===== src/design/lattice_rotate_xor_checksum_assert.svh =====
// Assertion macros shared by the checksum block's modules.
// No dependencies; each file that asserts includes this header.
`ifndef LATTICE_ROTATE_XOR_CHECKSUM_ASSERT_SVH
`define LATTICE_ROTATE_XOR_CHECKSUM_ASSERT_SVH
`ifndef NO_ASSERTIONS
// Checked only while reset is released.
`define LRXC_ASSERT(label, clk, rst, prop) \
   label: assert property (@(posedge clk) disable iff (rst) prop) \
      else $error("lrxc assertion failed");
// Checked at every edge, reset included.
`define LRXC_ASSERT_ALWAYS(label, clk, prop) \
   label: assert property (@(posedge clk) prop) \
      else $error("lrxc assertion failed");
`else
`define LRXC_ASSERT(label, clk, rst, prop)
`define LRXC_ASSERT_ALWAYS(label, clk, prop)
`endif
`endif


===== src/design/lrxc_pkg.sv =====
// Package of the rotate-xor checksum block: payload and configuration types,
// register indexes and checksum constants. No dependencies.
`default_nettype none
package lrxc_pkg;

   localparam int unsigned WORD_WIDTH  = 32;
   localparam int unsigned ROT_WIDTH   = 5;
   localparam int unsigned CSR_IDX_WIDTH = 2;

   localparam logic [ROT_WIDTH-1:0] MOD_A = 5'd29;
   localparam logic [ROT_WIDTH-1:0] MOD_B = 5'd31;

   localparam logic [CSR_IDX_WIDTH-1:0] REG_SWAP_BYTES     = 2'd0;
   localparam logic [CSR_IDX_WIDTH-1:0] REG_EXPECTED_SUM_A = 2'd1;
   localparam logic [CSR_IDX_WIDTH-1:0] REG_EXPECTED_SUM_B = 2'd2;

   typedef struct packed {
      logic [WORD_WIDTH-1:0] data_word;
      logic                  final_word;
   } req_type;

   typedef struct packed {
      logic [WORD_WIDTH-1:0] word_out;
      logic [WORD_WIDTH-1:0] running_sum_a;
      logic [WORD_WIDTH-1:0] running_sum_b;
      logic                  pass_end;
      logic                  sums_match;
   } rsp_type;

   typedef struct packed {
      logic                  swap_bytes;
      logic [WORD_WIDTH-1:0] expected_sum_a;
      logic [WORD_WIDTH-1:0] expected_sum_b;
   } cfg_type;

endpackage
`default_nettype wire


===== src/design/lrxc_csr.sv =====
// Configuration registers of the checksum block.
// Depends on lrxc_pkg.
`default_nettype none
module lrxc_csr (
   input  wire logic                                  clock,
   input  wire logic                                  reset,
   input  wire logic                                  csr_write_enable,
   input  wire logic [lrxc_pkg::CSR_IDX_WIDTH-1:0]    csr_index,
   input  wire logic [lrxc_pkg::WORD_WIDTH-1:0]       csr_write_data,
   output lrxc_pkg::cfg_type                          cfg
);

   lrxc_pkg::cfg_type cfg_ff, cfg_in;

   always_comb begin
      cfg_in = cfg_ff;
      if (csr_write_enable) begin
         case (csr_index)
            lrxc_pkg::REG_SWAP_BYTES:     cfg_in.swap_bytes     = csr_write_data[0];
            lrxc_pkg::REG_EXPECTED_SUM_A: cfg_in.expected_sum_a = csr_write_data;
            lrxc_pkg::REG_EXPECTED_SUM_B: cfg_in.expected_sum_b = csr_write_data;
            default:                      cfg_in = cfg_ff;
         endcase
      end
   end

   always_ff @(posedge clock) begin
      if (reset) begin
         cfg_ff <= '0;
      end else begin
         cfg_ff <= cfg_in;
      end
   end

   assign cfg = cfg_ff;

endmodule
`default_nettype wire


===== src/design/lrxc_mix.sv =====
// Checksum datapath: byte reversal, two rotate-xor accumulators and their
// rotation counters. Depends on lrxc_pkg and the assertion header.
`default_nettype none
`include "lattice_rotate_xor_checksum_assert.svh"
module lrxc_mix (
   input  wire logic        clock,
   input  wire logic        reset,
   input  wire logic        step,
   input  wire lrxc_pkg::req_type item,
   input  wire lrxc_pkg::cfg_type cfg,
   output lrxc_pkg::rsp_type result
);

   localparam int unsigned W = lrxc_pkg::WORD_WIDTH;
   localparam int unsigned R = lrxc_pkg::ROT_WIDTH;

   logic [W-1:0] accum_a_ff, accum_a_in, accum_b_ff, accum_b_in;
   logic [R-1:0] rot_a_ff, rot_a_in, rot_b_ff, rot_b_in;
   logic [W-1:0] word, sum_a, sum_b;

   function automatic logic [W-1:0] rotl(input logic [W-1:0] v, input logic [R-1:0] r);
      logic [2*W-1:0] both;
      both = {v, v} << r;
      return both[2*W-1:W];
   endfunction

   function automatic logic [R-1:0] advance(input logic [R-1:0] r, input logic [R-1:0] m);
      return (r >= m - 5'd1) ? '0 : r + 5'd1;
   endfunction

   always_comb begin
      word = cfg.swap_bytes
         ? {item.data_word[7:0], item.data_word[15:8],
            item.data_word[23:16], item.data_word[31:24]}
         : item.data_word;
      sum_a = accum_a_ff ^ rotl(word, rot_a_ff);
      sum_b = accum_b_ff ^ rotl(word, rot_b_ff);

      result.word_out      = word;
      result.running_sum_a = sum_a;
      result.running_sum_b = sum_b;
      result.pass_end      = item.final_word;
      result.sums_match    = item.final_word && (sum_a == cfg.expected_sum_a)
                             && (sum_b == cfg.expected_sum_b);

      accum_a_in = accum_a_ff;
      accum_b_in = accum_b_ff;
      rot_a_in   = rot_a_ff;
      rot_b_in   = rot_b_ff;
      if (step) begin
         if (item.final_word) begin
            // The pass is closed: start the next one from a clean state.
            accum_a_in = '0;
            accum_b_in = '0;
            rot_a_in   = '0;
            rot_b_in   = '0;
         end else begin
            accum_a_in = sum_a;
            accum_b_in = sum_b;
            rot_a_in   = advance(rot_a_ff, lrxc_pkg::MOD_A);
            rot_b_in   = advance(rot_b_ff, lrxc_pkg::MOD_B);
         end
      end
   end

   always_ff @(posedge clock) begin
      if (reset) begin
         accum_a_ff <= '0;
         accum_b_ff <= '0;
         rot_a_ff   <= '0;
         rot_b_ff   <= '0;
      end else begin
         accum_a_ff <= accum_a_in;
         accum_b_ff <= accum_b_in;
         rot_a_ff   <= rot_a_in;
         rot_b_ff   <= rot_b_in;
      end
   end

   `LRXC_ASSERT(a_rot_a_range, clock, reset, rot_a_ff < lrxc_pkg::MOD_A)
   `LRXC_ASSERT(a_rot_b_range, clock, reset, rot_b_ff < lrxc_pkg::MOD_B)
   `LRXC_ASSERT(a_pass_clears, clock, reset,
      step && item.final_word |=> rot_a_ff == '0 && rot_b_ff == '0
      && accum_a_ff == '0 && accum_b_ff == '0)

endmodule
`default_nettype wire


===== src/design/lattice_rotate_xor_checksum.sv =====
// Top level of the rotate-xor checksum block: input register, datapath and
// result register. Depends on lrxc_pkg, lrxc_csr, lrxc_mix, assertion header.
//
// Usage: words arrive on the req_ channel (valid/ready), one transaction per
// 32-bit word, final_word marking the last word of a pass. Every transaction
// yields exactly one transaction on the rsp_ channel carrying the (optionally
// byte-reversed) word, both running sums including that word, the pass end
// flag and, at pass end, the match against the expected sums.
// Configuration is written through csr_write_enable/csr_index/csr_write_data
// while no transaction is in flight; a write takes effect at the next edge.
// Pipeline: an accepted word is held in the input register, then its result is
// captured in the result register, which drives rsp_valid and rsp_payload.
// Throughput: one word per cycle while the receiver takes every result; the
// accumulators take the rotate-xor update of each word as it moves on.
// Reset clears the configuration, both sums, both rotation counters and the
// pipeline. When the receiver stalls, the result register holds; the input
// register still takes one more word, after which req_ready drops until the
// result is taken.
`default_nettype none
`include "lattice_rotate_xor_checksum_assert.svh"
module lattice_rotate_xor_checksum (
   input  wire logic                               clock,
   input  wire logic                               reset,
   input  wire logic                               req_valid,
   output logic                                    req_ready,
   input  wire lrxc_pkg::req_type                  req_payload,
   output logic                                    rsp_valid,
   input  wire logic                               rsp_ready,
   output lrxc_pkg::rsp_type                       rsp_payload,
   input  wire logic                               csr_write_enable,
   input  wire logic [lrxc_pkg::CSR_IDX_WIDTH-1:0] csr_index,
   input  wire logic [lrxc_pkg::WORD_WIDTH-1:0]    csr_write_data
);

   lrxc_pkg::cfg_type cfg;
   lrxc_pkg::req_type in_data_ff;
   lrxc_pkg::rsp_type out_data_ff, result;
   logic in_valid_ff, in_valid_in, out_valid_ff, out_valid_in;
   logic advance_item;

   lrxc_csr u_csr (
      .clock            (clock),
      .reset            (reset),
      .csr_write_enable (csr_write_enable),
      .csr_index        (csr_index),
      .csr_write_data   (csr_write_data),
      .cfg              (cfg)
   );

   lrxc_mix u_mix (
      .clock  (clock),
      .reset  (reset),
      .step   (advance_item),
      .item   (in_data_ff),
      .cfg    (cfg),
      .result (result)
   );

   // The held word moves on whenever the result register is free or drains.
   assign advance_item = in_valid_ff && (!out_valid_ff || rsp_ready);
   assign req_ready    = !in_valid_ff || advance_item;

   always_comb begin
      in_valid_in = in_valid_ff;
      if (req_valid && req_ready) begin
         in_valid_in = 1'b1;
      end else if (advance_item) begin
         in_valid_in = 1'b0;
      end
      out_valid_in = out_valid_ff;
      if (advance_item) begin
         out_valid_in = 1'b1;
      end else if (rsp_ready) begin
         out_valid_in = 1'b0;
      end
   end

   always_ff @(posedge clock) begin
      if (reset) begin
         in_valid_ff  <= 1'b0;
         out_valid_ff <= 1'b0;
      end else begin
         in_valid_ff  <= in_valid_in;
         out_valid_ff <= out_valid_in;
      end
   end

   always_ff @(posedge clock) begin
      if (req_valid && req_ready) begin
         in_data_ff <= req_payload;
      end
      if (advance_item) begin
         out_data_ff <= result;
      end
   end

   assign rsp_valid   = out_valid_ff;
   assign rsp_payload = out_data_ff;

   `LRXC_ASSERT(a_stall_only_when_full, clock, reset,
      !req_ready |-> in_valid_ff && out_valid_ff && !rsp_ready)
   `LRXC_ASSERT_ALWAYS(a_reset_empties, clock, $past(reset) |-> !rsp_valid && !in_valid_ff)
   `LRXC_ASSERT(a_match_only_at_end, clock, reset,
      rsp_valid && !rsp_payload.pass_end |-> !rsp_payload.sums_match)

endmodule
`default_nettype wire

===== config.mk =====
export PLATFORM = sky130hd
export DESIGN_NAME = lattice_rotate_xor_checksum
export DESIGN_NICKNAME = d
export VERILOG_FILES = /design/src/design/lrxc_pkg.sv /design/src/design/lrxc_csr.sv /design/src/design/lrxc_mix.sv /design/src/design/lattice_rotate_xor_checksum.sv
export VERILOG_INCLUDE_DIRS = /design/src /design/src/design
export SDC_FILE = /design/constraint.sdc
export NUM_CORES = 1
export LEC_CHECK = 0
export BUFFER_PORTS_ARGS = -buffer_cell sky130_fd_sc_hd__buf_2
export CORE_MARGIN = 3
export CORE_UTILIZATION = 40
export DETAILED_ROUTE_END_ITERATION = 8
export PLACE_DENSITY = 0.57
export SLEW_MARGIN = 20
export SYNTH_ARGS = -nofsm -noshare
export SYNTH_HDL_FRONTEND = slang
export SYNTH_HIERARCHICAL = 1
export SYNTH_SLANG_ARGS = --single-unit

===== constraint.sdc =====
create_clock -name clock -period 4.65 [get_ports clock]
set_clock_uncertainty 0.05 [all_clocks]
set_input_delay 0 -clock clock [delete_from_list [all_inputs] [get_ports clock]]
set_output_delay 0 -clock clock [all_outputs]
set_load 0.1 [all_outputs]

==> flow_summary.ini <==
[clock_tree]
cts.path.max_buffers = 3
numCtsBuffers = 31
insertion_delay_ns = 0.59
postCtsResizedCells = 0
ctsHoldBuffers = 77
htreeDepth = 1
cts.reportedPaths.clkPinSlew_ns = 0.07
cts.sink_count = 272
cts_setup_buffers = 0
cts_tree = yes
clock-root-buffer = clkbuf_16

[route]
drc = 0
ant_nets = 0
drt_iter0_markers = 1132
totalWireLength_um = 55500
wl_per_cell_um = 24.8
vias = 12900
via_per_inst = 5.78
drtPass1Iterations = 5

[yosys]
syn_inst = 1455
syn_nets = 1531
synth_ff_type = dfxtp_1
async_reset_ff_frac = 0
synth-seq-cells = 272
synth_commonest_cells = mux4_2 (146), dfxtp_1 (141), mux2i_1 (140)
synth_top_area_frac = 0.229
avgSynthCellArea_um2 = 11.8
synth.most_common_cell = mux4_2
netlist_area_um2 = 17200
synth_area_leader_cell = edfxtp_1
synth_warnings = 6
synth_seq_area_share = 0.393
synth_cell_types = 69
ys_top_cells_by_area = edfxtp_1 (23%), mux4_2 (19%), dfxtp_1 (16%)
synth_edf_count = 131

[pwr]
cellLeakagePower_nw = 7.68
finalPower_mw = 7.04
power_density_nw_per_um2 = 344
irDropWorstVdd_v = 0.000268

[global_routing]
gr-total-overflow = 0
grt_pass1_wl_um = 81700
grt_pass1_vias = 12500
antenna_found_initial = 1
grt_max_degree = 92
grt_usage = 0.239

[worst_setup_path]
worstPathMaxFanout = 40
r2r-end = rsp_payload[0]$_DFFE_PP_
worstSetupEndpointType = register
start_kind = register
rrSetupSlack_ns = 0.43
timing_worst_setup_path_type = register to register
arrival_ns = 4.58
r2r_start = u_csr/cfg[64]$_SDFFE_PP0P_
reg2reg_depth = 11
cp.required_ns = 5.01

[finish]
fin_util = 0.485
fill_cells = 3816
final_cell_area_um2 = 20500
syn_to_final_growth_pct = 18.9
nets = 1744
final_cells = 2232
n_antenna_cell = 0
drive_gt1_frac = 0.289

[sta]
fin_ws_ns = 0.429
fmax_ghz = 0.237
setup_viol = 0
rsz0062_at_grt = no
slew_headroom = 0.284
hold_viol = 0
setup_tns_ns = 0
post-route-min-period_ns = 4.22
whs_ns = 0.0715
worstMarginPinSlew_ns = 1.07
drv_slew = 0
fin_crit_sh = 0.908

[floorplan]
row_count = 75
die-area_um2 = 45600
fp.dieW_um = 213
start_util = 0.408
core-area_um2 = 42200
die_h_um = 213
io_pins = 172

[placed_design]
gp_congestion = 0.927
place_ws_ns = 0.433
place_area_um2 = 18600
place_inst = 2097
dp_hpwl_um = 40600
portBuffers = 171

[worst_hold_path]
holdCritStartpoint = req_payload[29]
hold_path_class = input port to register
min_to = in_data_ff[29]$_DFFE_PP_
hold_depth = 2

[flow_run]
drv_cap = 0

[outcome]
status = completed
## flip-flops by register name (all words and copies together) (netlist names)
register	flops
u_csr/cfg	65
u_mix/rot_b_ff	5
rsp_valid	1
rsp_payload	98
u_mix/rot_a_ff	5
u_mix/accum_a_ff	32
in_data_ff	33
u_mix/accum_b_ff	32
in_valid_ff	1
## layout make-up
| class | instances | area (µm²) | area share |
|---|---|---|---|
| multi-input combinational | 1033 | 9780 | 0.478 |
| tap | 539 | 674 | 0.0330 |
| clock buffer | 35 | 811 | 0.0396 |
| clock inverter | 23 | 259 | 0.0127 |
| sequential | 272 | 6760 | 0.330 |
| inverter | 40 | 150 | 0.00734 |
| timing repair buffer | 290 | 2030 | 0.0993 |
## placed cells by master (no fill, tap or decap), drive strengths merged, types with 5 or more instances in the layout
master / instances
mux2i: 140
clkbuf: 35
nor3: 23
dfxtp: 141
mux4: 147
nor2: 95
bufinv: 5
nor4: 5
nand4b: 5
a22oi: 9
nand3: 10
nand2b: 100
a2111oi: 7
nor2b: 40
or3: 5
clkinv: 11
nor3b: 5
xnor2: 71
xor2: 77
buf: 213
o22ai: 6
a21oi: 66
nand3b: 7
mux2: 62
o21ai: 19
o221ai: 6
inv: 43
dlygate4sd3: 77
nand2: 61
edfxtp: 131
nand4: 12
## routing by layer
layer | GRT usage | vias to the layer above | wire [µm]
li1 | - | 5837 | -
met1 | 0.345 | 6479 | 24900
met2 | 0.380 | 491 | 25500
met3 | 0.0344 | 86 | 3400
met4 | 0.0677 | 0 | 1590
met5 | 0 | - | 0
## where the power goes
| group | internal [mW] | switching, mW | total (mW) |
|---|---|---|---|
| sequential | 2.66 | 0.120 | 2.78 |
| clock | 1.53 | 1.06 | 2.59 |
| combinational | 0.572 | 1.09 | 1.66 |
| total | 4.76 | 2.27 | 7.04 |
## cells by family after synthesis
| group | after synthesis | synth area share |
|---|---|---|
| AND/OR/NAND/NOR | 380 | 0.117 |
| multiplexers | 349 | 0.315 |
| flip-flops | 272 | 0.393 |
| AO/OA/AOI/OAI | 152 | 0.0582 |
| buffers and inverters | 150 | 0.0398 |
| XOR/XNOR | 148 | 0.0753 |
| adder cells (fa/ha/maj) | 4 | 0.00291 |
## worst max-delay path: stages, from the launching register on
cell and delay, ns:
dfxtp_4 0.44, buf_12 0.26, mux4_2 0.60, mux4_2 0.52, mux2i_1 0.50, mux2_2 0.35, xnor2_1 0.19, inv_1 0.06
a2111oi_0 0.46, buf_4 0.21, nand4_1 0.11, nor4_2 0.28
## worst max-delay path by stage
| stage | endpoint | startpoint | cells past startpoint | slack [ns] |
|---|---|---|---|---|
| 6_report | rsp_payload[0]$_DFFE_PP_ | u_csr/cfg[64]$_SDFFE_PP0P_ | 11 | 0.43 |
| 3_5_place_dp | rsp_payload[0]$_DFFE_PP_ | u_csr/cfg[64]$_SDFFE_PP0P_ | 10 | 0.43 |
| 4_1_cts | rsp_payload[0]$_DFFE_PP_ | u_csr/cfg[64]$_SDFFE_PP0P_ | 10 | 0.41 |
| 3_3_place_gp | rsp_payload[0]$_DFFE_PP_ | u_csr/cfg[64]$_SDFFE_PP0P_ | 10 | 0.46 |
| 2_1_floorplan | rsp_payload[0]$_DFFE_PP_ | u_mix/rot_b_ff[2]$_SDFFE_PP0P_ | 11 | 0.80 |
| 5_1_grt | rsp_payload[0]$_DFFE_PP_ | u_csr/cfg[64]$_SDFFE_PP0P_ | 11 | 0.10 |
(Power assumes the default switching activity.)
